### config.mk
export PLATFORM = sky130hd
export DESIGN_NAME = binary_frame_receiver
export DESIGN_NICKNAME = d
export VERILOG_FILES = /design/src/hdl/bfr_pkg.sv /design/src/hdl/binary_frame_receiver.sv /design/src/hdl/bfr_in_stage.sv /design/src/hdl/bfr_deframe.sv /design/src/hdl/bfr_out_stage.sv
export SDC_FILE = /design/constraint.sdc
export NUM_CORES = 1
export LEC_CHECK = 0
export ABC_AREA = 1
export BUFFER_PORTS_ARGS = -buffer_cell sky130_fd_sc_hd__buf_2
export CORE_ASPECT_RATIO = 1.1
export CORE_MARGIN = 5
export CORE_UTILIZATION = 30
export CTS_CLUSTER_DIAMETER = 80
export DETAILED_ROUTE_END_ITERATION = 12
export PLACE_DENSITY = 0.47
export SYNTH_ARGS = -nofsm -noshare
export SYNTH_HDL_FRONTEND = slang
export SYNTH_SLANG_ARGS = --single-unit
export TNS_END_PERCENT = 5
### constraint.sdc
create_clock -name clk_i -period 4.6 [get_ports clk_i]
set_clock_uncertainty 0.05 [all_clocks]
set_input_delay 0.92 -clock clk_i [delete_from_list [all_inputs] [get_ports clk_i]]
set_output_delay 0.92 -clock clk_i [all_outputs]
set_load 0.03 [all_outputs]
### src/hdl/bfr_pkg.sv
`default_nettype none

package bfr_pkg;

  // frame delimiters
  localparam logic [7:0] START_A = 8'hA0;
  localparam logic [7:0] START_B = 8'hA2;
  localparam logic [7:0] END_A   = 8'hB0;
  localparam logic [7:0] END_B   = 8'hB3;

  // message ids that get an acknowledgement class
  localparam logic [7:0] ID_ACK  = 8'd11;
  localparam logic [7:0] ID_NACK = 8'd12;

  // two length bytes, two checksum bytes and two end bytes around the payload
  localparam int unsigned HDR_BYTES = 6;

  localparam int unsigned SUM_W = 15;

  typedef enum logic [2:0] {
    KIND_PAYLOAD  = 3'd0,
    KIND_GOOD     = 3'd1,
    KIND_BAD_SUM  = 3'd2,
    KIND_BAD_END  = 3'd3,
    KIND_OVERFLOW = 3'd4,
    KIND_ABORT    = 3'd5
  } kind_e;

  typedef enum logic [1:0] {
    ACK_NONE = 2'd0,
    ACK_ACK  = 2'd1,
    ACK_NACK = 2'd2
  } ack_e;

  typedef struct packed {
    kind_e       kind;
    logic [7:0]  payload_byte;
    logic [9:0]  byte_position;
    logic [7:0]  frame_id;
    logic [15:0] frame_length;
    ack_e        ack_class;
    logic [7:0]  acked_id;
    logic        end_of_frame;
  } result_t;

endpackage

`default_nettype wire

### src/hdl/binary_frame_receiver.sv
`default_nettype none

// channel   dir  tdata                          tuser       tlast
// s_axis    in   rx_byte [7:0]                  -           -
// m_axis    out  payload_byte, byte_position,   kind [2:0]  end_of_frame
//                frame_id, frame_length,
//                ack_class, acked_id
//
// one item per cycle sustained while results drain; each byte passes an input register,
// a combinational decode against the frame state, and the result register, so a result
// is loaded into the result register as its byte leaves the input register
// rst_ni clears the frame state, so the receiver waits for a start pair
// a stalled result holds the decode stage; the input register still takes one more item if empty
module binary_frame_receiver #(
  parameter int unsigned FRAME_BUFFER_BYTES = 1030
) (
  input  wire logic        clk_i,
  input  wire logic        rst_ni,
  // rx_byte [7:0]
  input  wire logic [7:0]  s_axis_tdata,
  input  wire logic        s_axis_tvalid,
  output logic             s_axis_tready,
  // payload_byte [7:0], byte_position [17:8], frame_id [25:18],
  // frame_length [41:26], ack_class [43:42], acked_id [51:44], zero [55:52]
  output logic [55:0]      m_axis_tdata,
  // kind [2:0]
  output logic [2:0]       m_axis_tuser,
  output logic             m_axis_tlast,
  output logic             m_axis_tvalid,
  input  wire logic        m_axis_tready
);

  logic             in_valid;
  logic [7:0]       in_byte;
  logic             fire;
  logic             res_valid;
  bfr_pkg::result_t res;
  bfr_pkg::result_t out_res;

  // decode advances whenever an input item is held and the result register is free or being drained
  assign fire = in_valid && (!m_axis_tvalid || m_axis_tready);

  bfr_in_stage u_in (
    .clk_i      (clk_i),
    .rst_ni     (rst_ni),
    .in_valid_i (s_axis_tvalid),
    .in_ready_o (s_axis_tready),
    .in_byte_i  (s_axis_tdata),
    .take_i     (fire),
    .valid_o    (in_valid),
    .byte_o     (in_byte)
  );

  bfr_deframe #(
    .FRAME_BUFFER_BYTES (FRAME_BUFFER_BYTES)
  ) u_deframe (
    .clk_i       (clk_i),
    .rst_ni      (rst_ni),
    .fire_i      (fire),
    .byte_i      (in_byte),
    .res_valid_o (res_valid),
    .res_o       (res)
  );

  bfr_out_stage u_out (
    .clk_i       (clk_i),
    .rst_ni      (rst_ni),
    .load_i      (res_valid),
    .res_i       (res),
    .out_ready_i (m_axis_tready),
    .out_valid_o (m_axis_tvalid),
    .res_o       (out_res)
  );

  // pack the result item onto the stream
  assign m_axis_tdata = {4'b0000, out_res.acked_id, out_res.ack_class, out_res.frame_length,
                         out_res.frame_id, out_res.byte_position, out_res.payload_byte};
  assign m_axis_tuser = out_res.kind;
  assign m_axis_tlast = out_res.end_of_frame;

endmodule

`default_nettype wire

### src/hdl/bfr_in_stage.sv
`default_nettype none

// input register, one item deep
module bfr_in_stage (
  input  wire logic       clk_i,
  input  wire logic       rst_ni,
  input  wire logic       in_valid_i,
  output logic            in_ready_o,
  input  wire logic [7:0] in_byte_i,
  input  wire logic       take_i,
  output logic            valid_o,
  output logic [7:0]      byte_o
);

  logic       valid_q;
  logic [7:0] byte_q;

  assign in_ready_o = !valid_q || take_i;
  assign valid_o    = valid_q;
  assign byte_o     = byte_q;

  always_ff @(posedge clk_i or negedge rst_ni) begin
    if (!rst_ni) begin
      valid_q <= 1'b0;
    end else if (in_valid_i && in_ready_o) begin
      valid_q <= 1'b1;
    end else if (take_i) begin
      valid_q <= 1'b0;
    end
  end

  always_ff @(posedge clk_i) begin
    if (in_valid_i && in_ready_o) begin
      byte_q <= in_byte_i;
    end
  end

endmodule

`default_nettype wire

### src/hdl/bfr_deframe.sv
`default_nettype none

// frame state and per-byte decode
module bfr_deframe #(
  parameter int unsigned FRAME_BUFFER_BYTES = 1030
) (
  input  wire logic       clk_i,
  input  wire logic       rst_ni,
  input  wire logic       fire_i,
  input  wire logic [7:0] byte_i,
  output logic            res_valid_o,
  output bfr_pkg::result_t res_o
);

  localparam int unsigned CNT_W = $clog2(FRAME_BUFFER_BYTES);
  localparam int unsigned CMP_W = 18;
  localparam logic [CMP_W-1:0] BUF_LIMIT = CMP_W'(FRAME_BUFFER_BYTES);
  localparam logic [CMP_W-1:0] HDR_W     = CMP_W'(bfr_pkg::HDR_BYTES);

  logic                         saw_q, saw_d;
  logic                         in_frame_q, in_frame_d;
  logic [CNT_W-1:0]             count_q, count_d;
  logic [15:0]                  len_q, len_d;
  logic [bfr_pkg::SUM_W-1:0]    sum_q, sum_d;
  logic [7:0]                   id_q, id_d;
  logic [7:0]                   acked_q, acked_d;
  logic [15:0]                  rsum_q, rsum_d;
  logic [7:0]                   end_a_q, end_a_d;

  logic                         restart;
  logic [15:0]                  len_new;
  logic [CMP_W-1:0]             pos_w, len_w, idx_w;
  bfr_pkg::result_t             end_res;
  bfr_pkg::result_t             res;
  logic                         res_valid;

  assign restart = saw_q && (byte_i == bfr_pkg::START_B);
  assign len_new = {len_q[15:8], byte_i};
  assign pos_w   = CMP_W'(count_q);
  assign len_w   = CMP_W'(len_q);
  assign idx_w   = pos_w - CMP_W'(2);

  // common fields of an end-of-frame result
  always_comb begin
    end_res              = '0;
    end_res.kind         = bfr_pkg::KIND_ABORT;
    end_res.frame_id     = id_q;
    end_res.frame_length = len_q;
    end_res.ack_class    = bfr_pkg::ACK_NONE;
    end_res.acked_id     = acked_q;
    end_res.end_of_frame = 1'b1;
  end

  always_comb begin
    saw_d      = byte_i == bfr_pkg::START_A;
    in_frame_d = in_frame_q;
    count_d    = count_q;
    len_d      = len_q;
    sum_d      = sum_q;
    id_d       = id_q;
    acked_d    = acked_q;
    rsum_d     = rsum_q;
    end_a_d    = end_a_q;
    res        = '0;
    res_valid  = 1'b0;

    if (restart) begin
      if (in_frame_q) begin
        res       = end_res;
        res_valid = 1'b1;
      end
      in_frame_d = 1'b1;
      count_d    = '0;
      len_d      = '0;
      sum_d      = '0;
      id_d       = '0;
      acked_d    = '0;
      rsum_d     = '0;
      end_a_d    = '0;
    end else if (in_frame_q) begin
      count_d = count_q + CNT_W'(1);
      if (pos_w == CMP_W'(0)) begin
        len_d = {byte_i, 8'h00};
      end else if (pos_w == CMP_W'(1)) begin
        len_d = len_new;
        if (CMP_W'(len_new) + HDR_W > BUF_LIMIT) begin
          in_frame_d         = 1'b0;
          res                = end_res;
          res.kind           = bfr_pkg::KIND_OVERFLOW;
          res.frame_length   = len_new;
          res_valid          = 1'b1;
        end
      end else if (pos_w < len_w + CMP_W'(2)) begin
        sum_d = sum_q + bfr_pkg::SUM_W'(byte_i);
        if (idx_w == CMP_W'(0)) begin
          id_d = byte_i;
        end
        if (idx_w == CMP_W'(1)) begin
          acked_d = byte_i;
        end
        res.kind          = bfr_pkg::KIND_PAYLOAD;
        res.payload_byte  = byte_i;
        res.byte_position = idx_w[9:0];
        res_valid         = 1'b1;
      end else if (pos_w == len_w + CMP_W'(2)) begin
        rsum_d = {byte_i, 8'h00};
      end else if (pos_w == len_w + CMP_W'(3)) begin
        rsum_d = {rsum_q[15:8], byte_i};
      end else if (pos_w == len_w + CMP_W'(4)) begin
        end_a_d = byte_i;
      end else begin
        in_frame_d = 1'b0;
        res        = end_res;
        res_valid  = 1'b1;
        if (end_a_q != bfr_pkg::END_A || byte_i != bfr_pkg::END_B) begin
          res.kind = bfr_pkg::KIND_BAD_END;
        end else if ({1'b0, sum_q} != rsum_q) begin
          res.kind = bfr_pkg::KIND_BAD_SUM;
        end else begin
          res.kind = bfr_pkg::KIND_GOOD;
          if (len_q != 16'd0 && id_q == bfr_pkg::ID_ACK) begin
            res.ack_class = bfr_pkg::ACK_ACK;
          end else if (len_q != 16'd0 && id_q == bfr_pkg::ID_NACK) begin
            res.ack_class = bfr_pkg::ACK_NACK;
          end
        end
      end
    end
  end

  assign res_o       = res;
  assign res_valid_o = fire_i && res_valid;

  always_ff @(posedge clk_i or negedge rst_ni) begin
    if (!rst_ni) begin
      saw_q      <= 1'b0;
      in_frame_q <= 1'b0;
      count_q    <= '0;
      len_q      <= '0;
      sum_q      <= '0;
      id_q       <= '0;
      acked_q    <= '0;
      rsum_q     <= '0;
      end_a_q    <= '0;
    end else if (fire_i) begin
      saw_q      <= saw_d;
      in_frame_q <= in_frame_d;
      count_q    <= count_d;
      len_q      <= len_d;
      sum_q      <= sum_d;
      id_q       <= id_d;
      acked_q    <= acked_d;
      rsum_q     <= rsum_d;
      end_a_q    <= end_a_d;
    end
  end

endmodule

`default_nettype wire

### src/hdl/bfr_out_stage.sv
`default_nettype none

// result register toward the downstream side
module bfr_out_stage (
  input  wire logic             clk_i,
  input  wire logic             rst_ni,
  input  wire logic             load_i,
  input  wire bfr_pkg::result_t res_i,
  input  wire logic             out_ready_i,
  output logic                  out_valid_o,
  output bfr_pkg::result_t      res_o
);

  logic             valid_q;
  bfr_pkg::result_t res_q;

  assign out_valid_o = valid_q;
  assign res_o       = res_q;

  always_ff @(posedge clk_i or negedge rst_ni) begin
    if (!rst_ni) begin
      valid_q <= 1'b0;
    end else if (load_i) begin
      valid_q <= 1'b1;
    end else if (out_ready_i) begin
      valid_q <= 1'b0;
    end
  end

  always_ff @(posedge clk_i) begin
    if (load_i) begin
      res_q <= res_i;
    end
  end

endmodule

`default_nettype wire
== Yosys cells after proc, flatten, opt, wreduce, memory -nomap -nowiden ==
Index checks and enable logic that the tools add are counted.
Operators by class
  div/mod/pow operators: 0
  $lt $le $gt $ge: 2
  reductions and logical operators: 34
  multiplexer cells: 78
  add/subtract/negate cells: 7
  equality and inequality tests: 17
  bitwise operators: 0
  shifts and indexed selects: 0
  multipliers: 0
Operators by type and width (number)
  56-bit two-way mux: 9
  8-bit two-way mux: 22
  16-bit two-way mux: 9
  15-bit two-way mux: 5
  11-bit by 18-bit equality test with 1-bit output: 3
  18-bit logical NOT: 2
  35-bit two-way mux: 1
  16-bit by 2-bit adder with 17-bit output, second input constant: 2
  16-bit by 3-bit adder with 17-bit output, second input constant: 2
  6-bit AND reduction: 4
  1-bit two-way mux: 23
  11-bit two-way mux: 2
  21-bit two-way mux: 1
  18-bit by 1-bit equality test with 1-bit output, second input constant: 1
  18-bit by 11-bit greater-than comparator with 1-bit output, second input constant: 1
  11-bit by 18-bit < comparator with 1-bit output: 1
  2-bit nonzero test: 9
  8-bit by 4-bit equality test with 1-bit output, second input constant: 2
  8-bit equality test, second input constant: 2
  15-bit by 16-bit inequality test with 1-bit output: 1
  8-bit inequality test, second input constant: 2
  16-bit nonzero test: 1
  15-bit by 8-bit adder with 15-bit output: 1
  11-bit by 2-bit subtractor with 12-bit output, second input constant: 1
  other kinds (13): 31
Word-level totals
  bits in writable memories: 0
  memory bits (read-only): 0
  register bits after elaboration: 150
  memories: 0
  bits in latches: 0
  word-level logic and storage cells: 160
  bits of input ports: 12
  output and inout bits: 62

== Depth between registers and ports, before layout ==
  depth in word-level cells: 14
  depth in mapped cells: 20
  gate-level depth less buffers: 20

== By module ==
A second synthesis with hierarchy kept.
Unflattened totals
  cell total of the unflattened synthesis: 1050
  area, all modules: 8857.2 um2
By module, submodules not included
  bfr_deframe: area an instance 6800.3 um2, cells each 967, sequential area each 2102.0 um2, times used 1
  bfr_out_stage: area an instance 1721.7 um2, cells each 61, sequential area each 1706.6 um2, times used 1
  bfr_in_stage: area an instance 285.3 um2, cells each 14, sequential area each 265.3 um2, times used 1
  binary_frame_receiver: area an instance 50.0 um2, cells each 8, sequential area each 0.0 um2, times used 1

== Worst setup path after synthesis ==
No wires, ideal clock.
  path type: register to register
  from: register u_deframe.len_q[2]
  to: register u_out.res_q, in the netlist u_out.res_o[0] (enable)
  clock period less this slack: 4.031 ns
  buffers on the path: 0
  path slack: 0.569 ns
  setup time: 0.410 ns
  data arrival time: 3.571 ns
  cell stages (with the launch flop): 20
  data required time: 4.140 ns
  cells stage by stage: dfrtp_1 > ha_1 > inv_1 > nor2_4 > nand2_2 > nor2_1 > xor2_1 > ha_1 > nand4_1 > o21bai_1 > nand3_1 > nand3_2 > nand2_1 > nand2_4 > nor2_1 > nand2_1 > nand2_1 > nand2_1 > nand2_1 > inv_1
Between the ends
  longest elaborated chain between the ends: 11
  elaborated cells on any way between the ends: 16
  classes of those cells: add/sub: 3; order compare: 1; eq/ne: 3; mux: 8; reduce/logical: 1
Ends and longest elaborated chain
  start: declaration: RTL line bfr_deframe.sv:23  | logic [15:0] len_q, len_d;
  start signal: assignment: RTL line bfr_deframe.sv:149  | len_q <= len_d;
  parallel branches: the longest is 5 deep, another holds 11-bit by 18-bit < comparator with 1-bit output
  1-bit two-way mux (*): RTL line bfr_deframe.sv:93  | end else if (pos_w < len_w + CMP_W'(2)) begin
  1-bit two-way mux (*): RTL line bfr_deframe.sv:84  | end else if (pos_w == CMP_W'(1)) begin
  1-bit two-way mux (*): RTL line bfr_deframe.sv:82  | if (pos_w == CMP_W'(0)) begin
  1-bit two-way mux (*): RTL line bfr_deframe.sv:80  | end else if (in_frame_q) begin
  1-bit two-way mux (*): RTL line bfr_deframe.sv:67  | if (restart) begin
  1-bit logical AND (*): RTL line bfr_deframe.sv:132  | assign res_valid_o = fire_i && res_valid;
  net res_valid: RTL line binary_frame_receiver.sv:36  | logic res_valid;
  end signal: assignment: RTL line bfr_out_stage.sv:32  | res_q <= res_i;
  end: declaration: RTL line bfr_out_stage.sv:15  | bfr_pkg::result_t res_q;
Mark *: on every way through the listed nets, which the timed path passes.
A chain may end at the register's enable or synchronous reset.

== Worst setup path after layout ==
  from: register u_deframe.len_q[3]
  to: register u_out.res_q, in the netlist u_out.res_o[19] (enable)
Same word-level chain as after synthesis.

==> impl_metrics.json <==
{
  "p_switching_uw": 720,
  "io_buffers": 69,
  "dp_hpwl_mm": 22.1,
  "seq_power_share_pct": 47.9,
  "cp_cell_sequence": "ha_1, inv_1, nor2_4, nand2_2, nor2_1, xor2_1, ha_1, nand4_1, o21bai_1, nand3_1, nand3_2, nand2_1, nand2_4, nor2_1, nand2_1, nand2_1, nand2_1, nand2_1, inv_2, buf_4",
  "vias": 7946,
  "reg2reg_to": "u_out.res_o[19]$_DFFE_PP_",
  "regToRegStartpoint": "u_deframe.len_q[3]$_DFFE_PN0P_",
  "hp-start": "u_deframe.acked_q[2]$_DFFE_PN0P_",
  "die-area_um2": 34500,
  "drive_gt1_share_pct": 15.1,
  "dr.pass1.iters": 5,
  "htree_levels": 4,
  "coreArea_um2": 30500,
  "cts_buffer_depth": 2,
  "grt_pass1_vias": 7837,
  "drt-total-wl_mm": 29.5,
  "min_to": "u_deframe.acked_q[2]$_DFFE_PN0P_",
  "period_share_pct": 83.2,
  "cp_data_arrival_time_ps": 3860,
  "clock_latency_ps": 440,
  "critPathTopFamily": "simple AND/OR/NAND/NOR gates",
  "routedWlPerCell_um": 17.9,
  "async_reset_ff_share_pct": 57.3,
  "synthDistinctLibCells": 50,
  "n_fill_cell": 3333,
  "pwr-share-comb_pct": 4.2,
  "gp_congestion": 0.910,
  "antenna_cells": 0,
  "numClockSinks": 150,
  "clkPwrFrac_pct": 48.0,
  "synth_top_flop_cell": "dfrtp_1",
  "grt_max_degree": 70,
  "use_met2_pct": 28.8,
  "antenna_left": 0,
  "relSlewSlack_pct": 37.1,
  "cts_root_buf": "clkbuf_16",
  "layout.nets": 1261,
  "grt_use_met3_pct": 2.72,
  "crit_required_ps": 4630,
  "hold_violations": 0,
  "powerDensity_nw_per_um2": 280,
  "synth.top_cells.by_count": "268 x nand2_1, 130 x inv_1, 120 x nor2_1",
  "setup_violations": 0,
  "cts_hold_buf": 0,
  "crit_type": "flip-flop to flip-flop",
  "clk_pin_slew_ps": 60,
  "min_path_cells": 2,
  "critical_path_buf_inv_count": 3,
  "ys_warn_count": 0,
  "yosysTopAreaCellShare_pct": 23.2,
  "hold_path_class": "flip-flop to flip-flop",
  "vias_per_cell": 4.84,
  "synth-edff-count": 64,
  "yosys-top-cells-area": "dfrtp_1 23%, edfxtp_1 21%, nand2_1 11%, nand3_1 5.5%, inv_1 5.3%",
  "synthCells": 1149,
  "io_pins": 74,
  "p_int_uw": 2250,
  "gr-usage-met1_pct": 23.1,
  "crit_fanout": 36,
  "fp-row-count": 67,
  "initial_core_util_pct": 30.4,
  "grt_usage_pct": 17.4,
  "fmax_ghz": 0.261,
  "area_delta_synth_final_pct": 14.4,
  "critPathSlowestCell": "dfrtp_1",
  "peakVddDrop_v": 0.000240,
  "cap_viol_max_count": 0,
  "synth_most_common_cell": "nand2_1",
  "drt_iter0_drc": 589,
  "postCtsSetupBuffers": 0,
  "outcome": "finished, final reports clean",
  "grt_first_pass_wirelength_mm": 46.4,
  "synth.largest_area_cell": "dfrtp_1",
  "crit_top_cell": "nand2_1",
  "grt_antenna_before_repair": 0,
  "drc": 0,
  "die_h_um": 194,
  "grt_most_used_layer": "met2",
  "die_w_um": 178,
  "crit_path_end_kind": "flip-flop",
  "synth_seq_cells": 150,
  "final.setup.tns_ps": 0,
  "fin_crit_ps": 3830,
  "reg2reg_depth": 20,
  "reg2reg_slack_ps": 770,
  "cts_tree": "yes",
  "critPathLaunchType": "flip-flop",
  "hold-worst-slack_ps": 440,
  "rsz0062_at_grt": "no",
  "leakage_uw": 0.00484,
  "slowest_delay_ps": 500,
  "p_sw_share_pct": 24.3,
  "postSynthAreaPerCell_um2": 8.07,
  "cts_buffers": 17,
  "drv_slew": 0,
  "tightest_slew_ps": 944,
  "grt.overflow.total": 0,
  "syn-cell-area_um2": 9270,
  "ys_seq_area_share_pct": 43.9,
  "ctsResizeCount": 0
}
cells by family after synthesis:
family | Yosys count | share of synthesized area [%]
and+or+nand+nor | 598 | 29.8
buffers and inverters | 176 | 8.00
adders and majority gates | 33 | 4.53
AOI/OAI and AO/OA | 152 | 10.0
DFF | 150 | 43.9
other | 1 | 0.0405
xor gates and xnor gates | 39 | 3.68
placed cells by master (no fill, tap or decap), types with 3 or more instances in the layout:
cell	Yosys	routed
nand2_4	7	7
nor4_1	7	7
dfrtp_1	86	86
clkinv_4	0	3
nor2_2	5	5
a21oi_2	20	20
nand3_1	101	101
xnor2_1	8	8
nor2_4	9	9
o22ai_1	17	17
nand2_2	9	9
inv_1	130	129
inv_6	0	3
inv_8	0	3
o21ai_0	44	44
nor2_1	120	120
nand4_1	35	35
clkbuf_16	0	17
inv_2	11	12
buf_2	8	68
nand2_1	268	268
o211ai_1	4	4
nand3_2	6	6
ha_1	32	32
a21oi_1	31	31
edfxtp_1	64	64
o21ai_1	20	20
nor3_1	22	22
buf_4	11	10
o21a_1	3	3
conb_1	1	4
xor2_1	31	31
power groups by stage:
stage / registers (uW) / logic, uW / clock network [uW]
after global placement: 1450 / 125 / 0
after detailed placement: 1450 / 125 / 0
after global routing: 1420 / 139 / 1530
after CTS: 1420 / 126 / 1460
final: 1420 / 124 / 1420
after floorplan: 1440 / 71.2 / 0
per-layer routing:
| layer | up-vias | wire length (um) |
|---|---|---|
| met4 | 0 | 718 |
| met5 | - | 0 |
| met1 | 3779 | 13300 |
| li1 | 3952 | - |
| met2 | 176 | 14400 |
| met3 | 39 | 1050 |
worst min-delay path, cell delays in order, from the launching register on:
cell and delay, ps:
dfrtp_1 340, nand2_1 50, o21ai_1 60
flip-flops by register name, indices dropped and copies added, names as in the netlist:
signal	cells
u_deframe.in_frame_q	1
u_deframe.len_q	16
u_deframe.count_q	11
u_deframe.rsum_q	16
u_out.out_valid_o	1
u_out.res_o	56
u_deframe.saw_q	1
u_deframe.acked_q	8
u_deframe.sum_q	15
u_in.byte_o	8
u_deframe.end_a_q	8
u_in.valid_o	1
u_deframe.id_q	8
stage by stage:
step | setup WS (ps) | power [uW] | instance area (um^2) | utilization, % | instances
floorplan | 569 | 1510 | 9280 | - | 1152
global placement | 926 | 1570 | 10000 | 32.8 | 1611
detailed placement | 839 | 1570 | 10000 | 32.8 | 1611
CTS | 825 | 3000 | 10600 | 34.8 | 1643
global route | 440 | 3090 | 10600 | 34.8 | 1643
finish | 772 | 2970 | 10600 | 34.8 | 1643
how the worst max path moves through the flow:
stage / startpoint / end / slack, ps / depth (start not counted)
floorplan: u_deframe.len_q[2]$_DFFE_PN0P_ / u_out.res_o[0]$_DFFE_PP_ / 570 / 19
global placement: u_deframe.len_q[3]$_DFFE_PN0P_ / u_out.res_o[22]$_DFFE_PP_ / 930 / 20
detailed placement: u_deframe.len_q[3]$_DFFE_PN0P_ / u_out.res_o[22]$_DFFE_PP_ / 840 / 20
CTS: u_deframe.len_q[3]$_DFFE_PN0P_ / u_out.res_o[54]$_SDFFCE_PP0P_ / 830 / 20
global route: u_deframe.len_q[3]$_DFFE_PN0P_ / u_out.res_o[19]$_DFFE_PP_ / 440 / 20
finish: u_deframe.len_q[3]$_DFFE_PN0P_ / u_out.res_o[19]$_DFFE_PP_ / 770 / 20
layout make-up:
cell class	count	area (um^2)	share of cell area, %
inverter	143	537	5.06
clock buffer	18	429	4.05
multi-input combinational	826	4470	42.1
clock inverter	14	166	1.57
tap	414	518	4.88
timing repair buffer	78	415	3.92
sequential	150	4070	38.4
No activity file was read; power rests on OpenSTA's default activity.
